**src/sv/hapseq_pkg.sv**
```systemverilog
// ----------------------------------------------------------------------------
// hapseq_pkg
// Shared types, codes and constants for the haptic alert pattern sequencer.
// ----------------------------------------------------------------------------
package hapseq_pkg;

   // Queue depth default
   localparam int QUEUE_DEPTH_DEF = 8;

   // Request kinds (tuser)
   localparam logic [1:0] MODE_TICK    = 2'd0;
   localparam logic [1:0] MODE_RISK    = 2'd1;
   localparam logic [1:0] MODE_PATTERN = 2'd2;

   // Risk levels
   localparam logic [1:0] RISK_CLEAR   = 2'd0;
   localparam logic [1:0] RISK_CAUTION = 2'd1;
   localparam logic [1:0] RISK_WARNING = 2'd2;
   localparam logic [1:0] RISK_DANGER  = 2'd3;

   // Vibration patterns
   localparam logic [1:0] PAT_OFF    = 2'd0;
   localparam logic [1:0] PAT_SINGLE = 2'd1;
   localparam logic [1:0] PAT_DOUBLE = 2'd2;
   localparam logic [1:0] PAT_CONT   = 2'd3;

   // Sequencer phases
   localparam logic [2:0] PH_IDLE    = 3'd0;
   localparam logic [2:0] PH_SINGLE  = 3'd1;
   localparam logic [2:0] PH_DBL_ON1 = 3'd2;
   localparam logic [2:0] PH_DBL_GAP = 3'd3;
   localparam logic [2:0] PH_DBL_ON2 = 3'd4;

   // Phase lengths in ms ticks
   localparam logic [7:0] SINGLE_MS  = 8'd200;
   localparam logic [7:0] DBL_ON_MS  = 8'd150;
   localparam logic [7:0] DBL_GAP_MS = 8'd100;

   // Relay drive level when on
   localparam logic [7:0] RELAY_ON = 8'hFF;

   // Register indexes
   localparam logic [2:0] CSR_PWM_MODE      = 3'd0;
   localparam logic [2:0] CSR_WARN_COOLDOWN = 3'd1;
   localparam logic [2:0] CSR_DANG_COOLDOWN = 3'd2;
   localparam logic [2:0] CSR_RISK_LIFETIME = 3'd3;
   localparam logic [2:0] CSR_PULSE_DUTY    = 3'd4;
   localparam logic [2:0] CSR_CONT_DUTY     = 3'd5;

   // Register reset values
   localparam logic        RST_PWM_MODE      = 1'b1;
   localparam logic [15:0] RST_WARN_COOLDOWN = 16'd3000;
   localparam logic [15:0] RST_DANG_COOLDOWN = 16'd1000;
   localparam logic [15:0] RST_RISK_LIFETIME = 16'd5000;
   localparam logic [7:0]  RST_PULSE_DUTY    = 8'd200;
   localparam logic [7:0]  RST_CONT_DUTY     = 8'd204;

   // One queued request
   typedef struct packed {
      logic [1:0]  pattern;
      logic [31:0] deadline;
   } q_entry_type;

   // Queue control from the sequencer
   typedef struct packed {
      logic        push;
      logic        pop;
      q_entry_type wr_entry;
   } q_ctrl_type;

   // Queue status to the sequencer
   typedef struct packed {
      logic full;
      logic empty;
   } q_stat_type;

endpackage

```
**src/sv/haptic_alert_pattern_sequencer_unit.sv**
```systemverilog
// ----------------------------------------------------------------------------
// haptic_alert_pattern_sequencer_unit
// Turns alert requests and millisecond ticks into a vibration motor drive.
// ----------------------------------------------------------------------------
// Usage:
//   req_* carries one request per transfer: tuser selects a tick, a risk
//   level event or a direct pattern; tdata carries the level, pattern and
//   lifetime. rsp_* returns exactly one status result per request: drive
//   duty, motor enable, queued/dropped flags, queue level and playing flag.
//   csr_* writes configuration registers; write only while the unit is idle.
//   The result of a request is registered in the output register, or in the
//   skid register while an earlier result still waits there untaken.
//   Throughput: one request per cycle while the skid register is free. The
//   queue head is read ahead every cycle and memory is written only on a
//   push, so nothing stalls on the memory port. Stalls: an output register
//   plus one skid register hold results; req_tready drops only while the skid
//   register is occupied, i.e. after a request meets a waiting, stalled result.
//   Reset: synchronous; queue empty, sequencer idle, motor off, time zero,
//   cooldowns expired, registers back to their defaults. No clearing pass.
// ----------------------------------------------------------------------------
module haptic_alert_pattern_sequencer_unit #(
   parameter int QUEUE_DEPTH = hapseq_pkg::QUEUE_DEPTH_DEF
) (
   input  logic        clock,
   input  logic        reset,
   // request channel
   input  logic        req_tvalid,
   output logic        req_tready,
   input  logic [23:0] req_tdata,   // risk_level[1:0], pattern[3:2], lifetime_ms[19:4], 0 pad
   input  logic [1:0]  req_tuser,   // mode[1:0]
   // result channel
   output logic        rsp_tvalid,
   input  logic        rsp_tready,
   output logic [15:0] rsp_tdata,   // duty[7:0], motor_on[8], accepted[9],
                                    // queue_full_drop[10], queue_level[14:11], playing[15]
   // configuration
   input  logic        csr_we,
   input  logic [2:0]  csr_addr,
   input  logic [15:0] csr_wdata
);
   import hapseq_pkg::*;

   localparam int CNT_W = $clog2(QUEUE_DEPTH + 1);

   // Configuration registers
   logic        pwm_mode_ff;
   logic [15:0] warn_cd_ms_ff, dang_cd_ms_ff, risk_life_ff;
   logic [7:0]  pulse_duty_ff, cont_duty_ff;

   // Sequencer state
   logic [31:0] time_ff, time_in;
   logic [15:0] warn_left_ff, warn_left_in;
   logic [15:0] dang_left_ff, dang_left_in;
   logic [2:0]  phase_ff, phase_in;
   logic [7:0]  timer_ff, timer_in;
   logic [7:0]  drive_ff, drive_in;

   // Output buffering
   logic        main_valid_ff, skid_valid_ff;
   logic [15:0] main_data_ff, skid_data_ff;

   // Queue interface
   q_ctrl_type      q_ctrl;
   q_entry_type     q_head;
   q_stat_type      q_stat;
   logic [CNT_W-1:0] q_count_in;

   logic        req_fire, rsp_fire;
   logic [1:0]  in_mode, in_level, in_pattern;
   logic [15:0] in_life;
   logic [7:0]  pulse_level, cont_level;
   logic        acc, drop, fresh;
   logic [31:0] left;
   logic [7:0]  t_dec;
   logic [CNT_W+3:0] level_ext;
   logic [15:0] result;

   hapseq_queue #(.QUEUE_DEPTH(QUEUE_DEPTH)) u_queue (
      .clock      (clock),
      .reset      (reset),
      .ctrl       (q_ctrl),
      .head_entry (q_head),
      .stat       (q_stat),
      .count_in   (q_count_in)
   );

   assign req_fire   = req_tvalid && req_tready;
   assign rsp_fire   = rsp_tvalid && rsp_tready;
   assign in_mode    = req_tuser;
   assign in_level   = req_tdata[1:0];
   assign in_pattern = req_tdata[3:2];
   assign in_life    = req_tdata[19:4];

   // Drive level for a switched-on step
   assign pulse_level = pwm_mode_ff ? pulse_duty_ff : RELAY_ON;
   assign cont_level  = pwm_mode_ff ? cont_duty_ff  : RELAY_ON;

   // Configuration writes
   always_ff @(posedge clock) begin
      if (reset) begin
         pwm_mode_ff   <= RST_PWM_MODE;
         warn_cd_ms_ff <= RST_WARN_COOLDOWN;
         dang_cd_ms_ff <= RST_DANG_COOLDOWN;
         risk_life_ff  <= RST_RISK_LIFETIME;
         pulse_duty_ff <= RST_PULSE_DUTY;
         cont_duty_ff  <= RST_CONT_DUTY;
      end else if (csr_we) begin
         case (csr_addr)
            CSR_PWM_MODE:      pwm_mode_ff   <= csr_wdata[0];
            CSR_WARN_COOLDOWN: warn_cd_ms_ff <= csr_wdata;
            CSR_DANG_COOLDOWN: dang_cd_ms_ff <= csr_wdata;
            CSR_RISK_LIFETIME: risk_life_ff  <= csr_wdata;
            CSR_PULSE_DUTY:    pulse_duty_ff <= csr_wdata[7:0];
            CSR_CONT_DUTY:     cont_duty_ff  <= csr_wdata[7:0];
            default: ;
         endcase
      end
   end

   // Request processing: enqueue on events, advance and pop on ticks
   always_comb begin
      time_in         = time_ff;
      warn_left_in    = warn_left_ff;
      dang_left_in    = dang_left_ff;
      phase_in        = phase_ff;
      timer_in        = timer_ff;
      drive_in        = drive_ff;
      acc             = 1'b0;
      drop            = 1'b0;
      fresh           = 1'b0;
      left            = q_head.deadline - (time_ff + 32'd1);
      t_dec           = timer_ff - {7'd0, (timer_ff != 8'd0)};
      q_ctrl.push     = 1'b0;
      q_ctrl.pop      = 1'b0;
      q_ctrl.wr_entry.pattern  = in_pattern;
      q_ctrl.wr_entry.deadline = time_ff + {16'd0, in_life};

      if (req_fire) begin
         case (in_mode)
            MODE_TICK: begin
               time_in = time_ff + 32'd1;
               if (warn_left_ff != 16'd0) warn_left_in = warn_left_ff - 16'd1;
               if (dang_left_ff != 16'd0) dang_left_in = dang_left_ff - 16'd1;
               // running pattern steps
               if (phase_ff != PH_IDLE) begin
                  timer_in = t_dec;
                  if (t_dec == 8'd0) begin
                     case (phase_ff)
                        PH_DBL_ON1: begin
                           drive_in = 8'd0;
                           phase_in = PH_DBL_GAP;
                           timer_in = DBL_GAP_MS;
                        end
                        PH_DBL_GAP: begin
                           drive_in = pulse_level;
                           phase_in = PH_DBL_ON2;
                           timer_in = DBL_ON_MS;
                        end
                        default: begin
                           drive_in = 8'd0;
                           phase_in = PH_IDLE;
                        end
                     endcase
                  end
               end
               // idle sequencer takes the next request
               if ((phase_in == PH_IDLE) && !q_stat.empty) begin
                  q_ctrl.pop = 1'b1;
                  fresh = (left[31:16] == 16'd0) && (left != 32'd0);
                  if (fresh) begin
                     case (q_head.pattern)
                        PAT_OFF: drive_in = 8'd0;
                        PAT_SINGLE: begin
                           drive_in = pulse_level;
                           phase_in = PH_SINGLE;
                           timer_in = SINGLE_MS;
                        end
                        PAT_DOUBLE: begin
                           drive_in = pulse_level;
                           phase_in = PH_DBL_ON1;
                           timer_in = DBL_ON_MS;
                        end
                        default: drive_in = cont_level;
                     endcase
                  end
               end
            end
            MODE_RISK: begin
               q_ctrl.wr_entry.pattern  = in_level;
               q_ctrl.wr_entry.deadline = time_ff + {16'd0, risk_life_ff};
               case (in_level)
                  RISK_CAUTION: begin
                     q_ctrl.push = !q_stat.full;
                     acc  = !q_stat.full;
                     drop = q_stat.full;
                  end
                  RISK_WARNING: begin
                     if (warn_left_ff == 16'd0) begin
                        q_ctrl.push = !q_stat.full;
                        acc  = !q_stat.full;
                        drop = q_stat.full;
                        if (!q_stat.full) warn_left_in = warn_cd_ms_ff;
                     end
                  end
                  RISK_DANGER: begin
                     if (dang_left_ff == 16'd0) begin
                        q_ctrl.push = !q_stat.full;
                        acc  = !q_stat.full;
                        drop = q_stat.full;
                        if (!q_stat.full) dang_left_in = dang_cd_ms_ff;
                     end
                  end
                  default: ;
               endcase
            end
            MODE_PATTERN: begin
               q_ctrl.push = !q_stat.full;
               acc  = !q_stat.full;
               drop = q_stat.full;
            end
            default: ;
         endcase
      end
   end

   // Result word
   assign level_ext = {4'd0, q_count_in};
   assign result = {(phase_in != PH_IDLE), level_ext[3:0], drop, acc,
                    (drive_in != 8'd0), (pwm_mode_ff ? drive_in : 8'd0)};

   always_ff @(posedge clock) begin
      if (reset) begin
         time_ff      <= '0;
         warn_left_ff <= '0;
         dang_left_ff <= '0;
         phase_ff     <= PH_IDLE;
         timer_ff     <= '0;
         drive_ff     <= '0;
      end else begin
         time_ff      <= time_in;
         warn_left_ff <= warn_left_in;
         dang_left_ff <= dang_left_in;
         phase_ff     <= phase_in;
         timer_ff     <= timer_in;
         drive_ff     <= drive_in;
      end
   end

   // Output register with skid stage
   always_ff @(posedge clock) begin
      if (reset) begin
         main_valid_ff <= 1'b0;
         skid_valid_ff <= 1'b0;
      end else if (skid_valid_ff) begin
         if (rsp_fire) begin
            main_valid_ff <= 1'b1;
            skid_valid_ff <= 1'b0;
         end
      end else if (req_fire) begin
         if (main_valid_ff && !rsp_fire) begin
            skid_valid_ff <= 1'b1;
         end else begin
            main_valid_ff <= 1'b1;
         end
      end else if (rsp_fire) begin
         main_valid_ff <= 1'b0;
      end
   end

   always_ff @(posedge clock) begin
      if (skid_valid_ff) begin
         if (rsp_fire) main_data_ff <= skid_data_ff;
      end else if (req_fire) begin
         if (main_valid_ff && !rsp_fire) begin
            skid_data_ff <= result;
         end else begin
            main_data_ff <= result;
         end
      end
   end

   assign req_tready = !skid_valid_ff;
   assign rsp_tvalid = main_valid_ff;
   assign rsp_tdata  = main_data_ff;

   // Checks
   a_skid_needs_main: assert property (@(posedge clock) disable iff (reset)
      skid_valid_ff |-> main_valid_ff) else $error("skid holds data ahead of main");
   a_active_timer: assert property (@(posedge clock) disable iff (reset)
      (phase_ff != PH_IDLE) |-> (timer_ff != 8'd0)) else $error("active phase with zero timer");
   a_acc_drop_excl: assert property (@(posedge clock) disable iff (reset)
      !(acc && drop)) else $error("request both queued and dropped");
   a_gap_motor_off: assert property (@(posedge clock) disable iff (reset)
      (phase_ff == PH_DBL_GAP) |-> (drive_ff == 8'd0)) else $error("motor on in gap");

endmodule

```
**src/sv/hapseq_queue.sv**
```systemverilog
// ----------------------------------------------------------------------------
// hapseq_queue
// Request FIFO in a synchronous memory. The head entry is read ahead every
// cycle, with a bypass when a write lands on the next head slot.
// ----------------------------------------------------------------------------
module hapseq_queue #(
   parameter int QUEUE_DEPTH = hapseq_pkg::QUEUE_DEPTH_DEF
) (
   input  logic                                  clock,
   input  logic                                  reset,
   input  hapseq_pkg::q_ctrl_type                ctrl,
   output hapseq_pkg::q_entry_type               head_entry,
   output hapseq_pkg::q_stat_type                stat,
   output logic [$clog2(QUEUE_DEPTH+1)-1:0]      count_in
);
   import hapseq_pkg::*;

   localparam int PTR_W = $clog2(QUEUE_DEPTH);
   localparam int CNT_W = $clog2(QUEUE_DEPTH + 1);
   localparam logic [PTR_W-1:0] LAST_PTR = PTR_W'(QUEUE_DEPTH - 1);
   localparam logic [CNT_W-1:0] FULL_CNT = CNT_W'(QUEUE_DEPTH);

   q_entry_type             mem [QUEUE_DEPTH];
   q_entry_type             head_q_ff;
   logic [PTR_W-1:0]        head_ff, head_in;
   logic [PTR_W-1:0]        tail_ff, tail_in;
   logic [CNT_W-1:0]        count_ff;

   // Pointer and count update
   always_comb begin
      head_in = head_ff;
      tail_in = tail_ff;
      if (ctrl.pop) begin
         head_in = (head_ff == LAST_PTR) ? '0 : head_ff + 1'b1;
      end
      if (ctrl.push) begin
         tail_in = (tail_ff == LAST_PTR) ? '0 : tail_ff + 1'b1;
      end
      case ({ctrl.push, ctrl.pop})
         2'b10:   count_in = count_ff + 1'b1;
         2'b01:   count_in = count_ff - 1'b1;
         default: count_in = count_ff;
      endcase
   end

   always_ff @(posedge clock) begin
      if (reset) begin
         head_ff  <= '0;
         tail_ff  <= '0;
         count_ff <= '0;
      end else begin
         head_ff  <= head_in;
         tail_ff  <= tail_in;
         count_ff <= count_in;
      end
   end

   // Memory write and head read-ahead with write bypass
   always_ff @(posedge clock) begin
      if (ctrl.push) begin
         mem[tail_ff] <= ctrl.wr_entry;
      end
      if (ctrl.push && (tail_ff == head_in)) begin
         head_q_ff <= ctrl.wr_entry;
      end else begin
         head_q_ff <= mem[head_in];
      end
   end

   assign head_entry = head_q_ff;
   assign stat.full  = (count_ff == FULL_CNT);
   assign stat.empty = (count_ff == '0);

   // Checks
   a_count_range: assert property (@(posedge clock) disable iff (reset)
      count_ff <= FULL_CNT) else $error("queue count beyond depth");
   a_no_push_full: assert property (@(posedge clock) disable iff (reset)
      ctrl.push |-> !stat.full) else $error("push into full queue");
   a_no_pop_empty: assert property (@(posedge clock) disable iff (reset)
      ctrl.pop |-> !stat.empty) else $error("pop from empty queue");

endmodule

```
**config.mk**
```make
export PLATFORM = sky130hd
export DESIGN_NAME = haptic_alert_pattern_sequencer_unit
export DESIGN_NICKNAME = d
export VERILOG_FILES = /design/src/sv/hapseq_pkg.sv /design/src/sv/haptic_alert_pattern_sequencer_unit.sv /design/src/sv/hapseq_queue.sv
export SDC_FILE = /design/constraint.sdc
export NUM_CORES = 1
export LEC_CHECK = 0
export BUFFER_PORTS_ARGS = -buffer_cell sky130_fd_sc_hd__buf_4
export CAP_MARGIN = 20
export CORE_UTILIZATION = 40
export CTS_BUF_LIST = sky130_fd_sc_hd__clkbuf_16
export DETAILED_ROUTE_END_ITERATION = 8
export GPL_ROUTABILITY_DRIVEN = 1
export HOLD_SLACK_MARGIN = 0.1
export PLACE_DENSITY_LB_ADDON = 0.15
export SKIP_CTS_REPAIR_TIMING = 1
export SYNTH_ARGS = -nofsm -noshare
export SYNTH_HDL_FRONTEND = slang
export SYNTH_SLANG_ARGS = --single-unit
```
**constraint.sdc**
```tcl
create_clock -name clock -period 8.2 [get_ports clock]
set_input_delay 0.82 -clock clock [delete_from_list [all_inputs] [get_ports clock]]
set_output_delay 0.82 -clock clock [all_outputs]
set_load 0.005 [all_outputs]
```
==> flow_summary.yaml, run 1 <==
final_layout:
  num_antenna_cells: 0
  drive_gt1_share_pct: 13.84
  multi_input_area_sq_um: 10950
  area_delta_synth_final_pct: 11.77
  layout_common_cells: "304 x edfxtp_1, 279 x nand2_1, 177 x nor2_1, 160 x dfxtp_1, 140 x a21oi_1"
  layout_commonest_cell: "edfxtp_1"
  fill_cells: 5454
  final_area_sq_um: 26800
  seq_area_sq_um: 12400
  layout.nets: 2353
yosys:
  syn_inst: 2191
  synthTopCellsByArea: "edfxtp_1 38%, dfxtp_1 14%, mux4_2 6.4%"
  synth_cell_types: 87
  syn-cell-area_sq_um: 23970
  synth_top_area_share_pct: 38.08
  synth-edff-count: 304
  synth_nets: 2326
  synthArstFlopShare_pct: 0
  avgSynthCellArea_sq_um: 10.94
  yosysTopAreaCell: "edfxtp_1"
  yosysSeqAreaShare_pct: 51.69
  ys.warnings.count: 0
  synth-seq-cells: 467
  synth-main-ff-cell: "edfxtp_1"
timing:
  rsz0062_at_grt: "no"
  post-route-period-util_pct: 82.90
  final-hold-violation-count: 0
  timing.fmax_ghz: 0.1471
  slew_violations: 0
  fin_skew_ns: 0.01905
  setup_tns_ns: 0
  min_period_ns: 6.797
  setup_viol: 0
  hold_ws_ns: 0.4185
  worstMarginPinSlew_ns: 1.071
  setup_slack_ns: 1.403
  slew_headroom_pct: 28.47
setup_path:
  worstSetupPathType: "register to register"
  worst_ep_required_time_ns: 8.53
  cp_max_fo: 9
  crit_top_cell: "nor2_1"
  cp-start-kind: "register"
  cp_slowest_cell: "a2111oi_0"
  arrival_ns: 7.13
  slowest_delay_ns: 0.59
  crit_chain: "ha_1 -> nand3_1 -> nor2_1 -> and3_1 -> and2_1 -> nand2_1 -> nor2_1 -> nand3_1 -> or2_0 -> xor2_1 -> ha_1 -> a2111oi_0 -> nand2b_1 -> o211ai_1 -> nor2_1 -> a21oi_1 -> nor4bb_1 -> nand4_1 -> and4bb_1 -> nand2_1 -> a21o_1 -> a21oi_1 -> o21ai_1"
  cp-end-kind: "register"
grt:
  grt_max_degree: 91
  grt_pass1_vias: 16250
  grt_use_total_pct: 19.76
  antenna_found_initial: 1
  grt-ovfl-total: 0
  grt_pass1_wl_um: 93540
cts:
  cts_sinks: 467
  cts_buffers: 51
  htree_levels: 2
  clockBufferDepth: 3
  clk_latency_ns: 0.59
  clk_pin_slew_worst_paths_ns: 0.06
  cts_tree: "done"
  cts-root-buf: "clkbuf_16"
floorplan:
  start_util_pct: 40.54
  io_pins: 68
  die_y_um: 246.8
  rows: 89
  core_sq_um: 59130
  die-area_sq_um: 60920
  die_w_um: 246.8
status:
  outcome: "completed"
run:
  max_cap_viol_count: 0
pwr:
  powerDensity_nw_per_um2: 202.3
  peakVddDrop_mv: 0.1525
  p_leak_nw: 9.389
  design_power_total_mw: 5.421
route:
  drc: 0
  detail-route-antenna-nets: 0
  vias: 16830
  dr.pass1.iters: 5
  post_drt_wl_per_cell_um: 19.65
  routed_via_density: 5.548
  drtIter0Drc: 1129
  drt-total-wl_um: 59600
place:
  place_ws_ns: 1.459
  placed_cell_area_sq_um: 25220
  place_congestion: 0.8968
  io_buffers: 63
  hpwl_um: 39940
min_path:
  min_path_type: "primary input to register"
[report_power, final]
group / internal (mW) / switching (mW)
sequential: 2.55 / 0.0370
clock: 1.22 / 0.931
combinational: 0.264 / 0.412
total: 4.04 / 1.38
[kinds of logic (layout without fill, tap and decap cells)]
logic type	after synthesis	after routing	synth area share [%]
simple gates	780	780	15.55
flops	467	467	51.69
compound gates	435	435	11.72
buf+inv	175	245	2.865
xor+xnor	107	107	3.909
fa+ha+maj	85	85	4.561
mux	142	142	9.707
[synth_stat cells, drive strengths merged, types with 12 or more instances]
cell type / number
a211o: 13
nor2: 180
o21ai: 95
a21oi: 142
xnor2: 56
a21o: 20
dfxtp: 163
nand2: 280
a22oi: 27
and2: 17
nand3: 44
o211ai: 12
clkbuf: 92
nor2b: 37
mux4: 68
or3: 23
edfxtp: 304
ha: 81
and3: 17
o31ai: 18
buf: 25
xor2: 51
mux2i: 30
nor3: 62
nand2b: 26
mux2: 44
a211oi: 20
a31oi: 12
nand4: 19
nand3b: 27
inv: 57
[layout make-up]
cell class	count	share of cell area [%]
sequential	467	46.28
clock buffer	51	4.763
timing repair buffer	91	2.596
multi-input combinational	1549	40.85
tap	773	3.609
clock inverter	45	1.088
inverter	58	0.8125
[critical path, delay by kind of cell (launching register included)]
| family | cells | cell delay (ns) |
|---|---|---|
| and+or+nand+nor | 14 | 3.51 |
| AOI/OAI and AO/OA | 6 | 1.66 |
| adders and majority gates | 2 | 0.69 |
| DFF | 1 | 0.49 |
| xor gates and xnor gates | 1 | 0.18 |
[sequential cells by signal, summed over array words and instances, names as in the netlist, 3 cells and up, named ones only]
| name | count |
|---|---|
| drive_ff | 8 |
| warn_cd_ms_ff | 16 |
| u_queue.mem | 272 |
| cont_duty_ff | 8 |
| dang_cd_ms_ff | 16 |
| u_queue.count_ff | 4 |
| pulse_duty_ff | 8 |
| u_queue.tail_ff | 3 |
| time_ff | 32 |
| rsp_tdata | 16 |
| skid_data_ff | 16 |
| dang_left_ff | 16 |
| u_queue.head_ff | 3 |
| phase_ff | 3 |
| risk_life_ff | 16 |
| warn_left_ff | 16 |
| timer_ff | 8 |
[through the flow]
step | utilization, % | instances
after global placement | 42.65 | 2937
after global routing | 45.32 | 3034
after detailed placement | 42.65 | 2937
final | 45.32 | 3034
after floorplan | - | 2191
after CTS | 45.30 | 3033
[final timing paths]
path                               endpoint  cells after the start                           start  slack (ns)
max                  rsp_tdata[1]$_DFFE_PP_                     23         time_ff[0]$_SDFFE_PP0P_        1.40
min                skid_valid_ff$_SDFF_PP0_                      2                      rsp_tready        0.42
max reg2reg          rsp_tdata[1]$_DFFE_PP_                     23         time_ff[0]$_SDFFE_PP0P_        1.40
min reg2reg  dang_cd_ms_ff[15]$_SDFFE_PP0P_                      2  dang_cd_ms_ff[15]$_SDFFE_PP0P_        0.45
[per-layer routing]
metal | GRT usage [%] | wire length (um)
met5 | 0 | 0
met4 | 4.993 | 1165
met3 | 2.800 | 2260
met2 | 31.35 | 27550
met1 | 28.32 | 28630
Note: power is estimated with default switching activity, not from simulation.
==> run 2: changes to the inputs <==
clock period = 5.84 ns   (was 8.2 ns; I/O delays follow)
==> flow_summary.yaml, run 2 (same netlist as run 1, synthesis figures left out) <==
status:
  outcome: "completed"
min_path:
  min_path_type: "primary input to register"
route:
  drc: 0
  post_drt_wl_per_cell_um: 19.76
  routed_via_density: 5.555
  detail-route-antenna-nets: 0
  drt-total-wl_um: 60630
  dr.pass1.iters: 5
  drtIter0Drc: 1203
  vias: 17040
cts:
  clockBufferDepth: 3
  htree_levels: 2
  cts_tree: "done"
  clk_latency_ns: 0.60
  cts_buffers: 51
  clk_pin_slew_worst_paths_ns: 0.06
  cts_sinks: 467
  cts-root-buf: "clkbuf_16"
run:
  max_cap_viol_count: 0
setup_path:
  arrival_ns: 5.87
  cp-end-kind: "register"
  cp_slowest_cell: "mux4_2"
  worstSetupPathType: "register to register"
  cp_max_fo: 23
  crit_family: "compound AO/OA/AOI/OAI gates"
  crit_buf_inv: 1
  crit_chain: "buf_12 -> mux4_2 -> mux2_2 -> ha_1 -> nand4_1 -> a2111oi_2 -> a2bb2oi_2 -> and2_1 -> and3_1 -> a2111oi_0 -> nand4_1 -> and4bb_1 -> nand2_1 -> a21o_1 -> a21oi_1 -> o21ai_0"
  path_depth: 16
  worstReg2RegEnd: "rsp_tdata[0]$_DFFE_PP_"
  cp-start-kind: "register"
  worst_ep_required_time_ns: 6.18
  worst_r2r_path_depth: 16
  critPathCapture: "rsp_tdata[0]$_DFFE_PP_"
  slowest_delay_ns: 0.54
  crit_top_cell: "nand4_1"
  r2r_slack_ns: 0.32
final_layout:
  largest_reg_flops: 272
  layout_commonest_cell: "edfxtp_1"
  layout.nets: 2387
  area_delta_synth_final_pct: 13.20
  fin_util_pct: 45.90
  layout_common_cells: "304 x edfxtp_1, 279 x nand2_1, 176 x nor2_1, 160 x dfxtp_1, 139 x a21oi_1"
  largestRegisters: "u_queue.mem: 272 flops, time_ff: 32 flops"
  top_register: "u_queue.mem"
  drive_gt1_share_pct: 15.30
  final_cells: 3068
  final_area_sq_um: 27140
pwr:
  peakVddDrop_mv: 0.2714
  p_comb_share_pct: 12.7
  seq_power_share_pct: 47.9
  powerDensity_nw_per_um2: 279.2
  swShare_pct: 25.75
  clockPowerShare_pct: 39.4
  intPower_mw: 5.627
  power.switching_mw: 1.951
  p_leak_nw: 9.577
timing:
  slew_violations: 0
  fin_skew_ns: 0.02406
  post-route-period-util_pct: 94.60
  rsz0062_at_grt: "no"
  slew_headroom_pct: 29.78
  min_period_ns: 5.525
  final-hold-violation-count: 0
  worstMarginPinSlew_ns: 1.042
  timing.fmax_ghz: 0.1810
  setup_viol: 0
floorplan:
  die_y_um: 246.8
  start_util_pct: 40.54
  die-area_sq_um: 60920
  die_w_um: 246.8
  rows: 89
  io_pins: 68
  core_sq_um: 59130
grt:
  grt_use_total_pct: 19.99
  grt-ovfl-total: 0
  grt_pass1_wl_um: 94230
  grt_pass1_vias: 16460
  grt_max_degree: 91
  antenna_found_initial: 0
place:
  io_buffers: 63
  place_congestion: 0.8974
  placed_cell_area_sq_um: 25480
  hpwl_um: 41560
  place_inst: 2967
-- run 2: how the worst min path moves through the flow --
stage,slack [ns],depth (start not counted),endpoint,startpoint
6_report,0.18,2,skid_valid_ff$_SDFF_PP0_,rsp_tready
5_1_grt,0.16,2,skid_valid_ff$_SDFF_PP0_,rsp_tready
4_1_cts,0.15,2,skid_valid_ff$_SDFF_PP0_,rsp_tready
3_5_place_dp,0.45,2,dang_cd_ms_ff[14]$_SDFFE_PP0P_,dang_cd_ms_ff[14]$_SDFFE_PP0P_
3_3_place_gp,0.44,2,cont_duty_ff[4]$_SDFFE_PP0P_,cont_duty_ff[4]$_SDFFE_PP0P_
2_1_floorplan,0.43,2,cont_duty_ff[3]$_SDFFE_PP1P_,cont_duty_ff[3]$_SDFFE_PP1P_
-- run 2: per-stage QoR --
stage	setup slack (ns)	total power, mW	hold slack, ns	setup TNS, ns
6_report	0.3155	7.578	0.1804	0
3_3_place_gp	0.01249	4.631	0.4433	0
3_5_place_dp	-0.02215	4.655	0.4479	-0.02215
4_1_cts	-0.03487	7.652	0.1507	-0.03638
5_1_grt	0.01928	7.895	0.1639	0
2_1_floorplan	-0.002142	4.373	0.4320	-0.07282
-- run 2: per-layer routing --
layer,vias up,track usage [%],part of all wire [%]
met5,-,0,0
met2,321,32.78,47
met1,8400,27.39,47
li1,8233,-,-
met3,89,2.909,3.7
met4,0,5.846,2.6
-- run 2: layout make-up --
class	count	area, sq um
multi-input cells	1549	11010
inverters	58	217.7
clock buffers	52	1301
diodes	1	2.502
clock inverters	43	256.5
repair buffers	125	979.7
well taps	773	967.2
fillers	5440	31990
flip-flops and latches	467	12400
-- run 2: power groups by stage --
| stage | Sequential [mW] | Clock (mW) | Combinational, mW |
|---|---|---|---|
| 4_1_cts | 3.63 | 3.06 | 0.956 |
| 5_1_grt | 3.64 | 3.19 | 1.07 |
| 3_3_place_gp | 3.70 | 0 | 0.931 |
| 3_5_place_dp | 3.70 | 0 | 0.951 |
| 2_1_floorplan | 3.69 | 0 | 0.684 |
| 6_report | 3.63 | 2.98 | 0.961 |
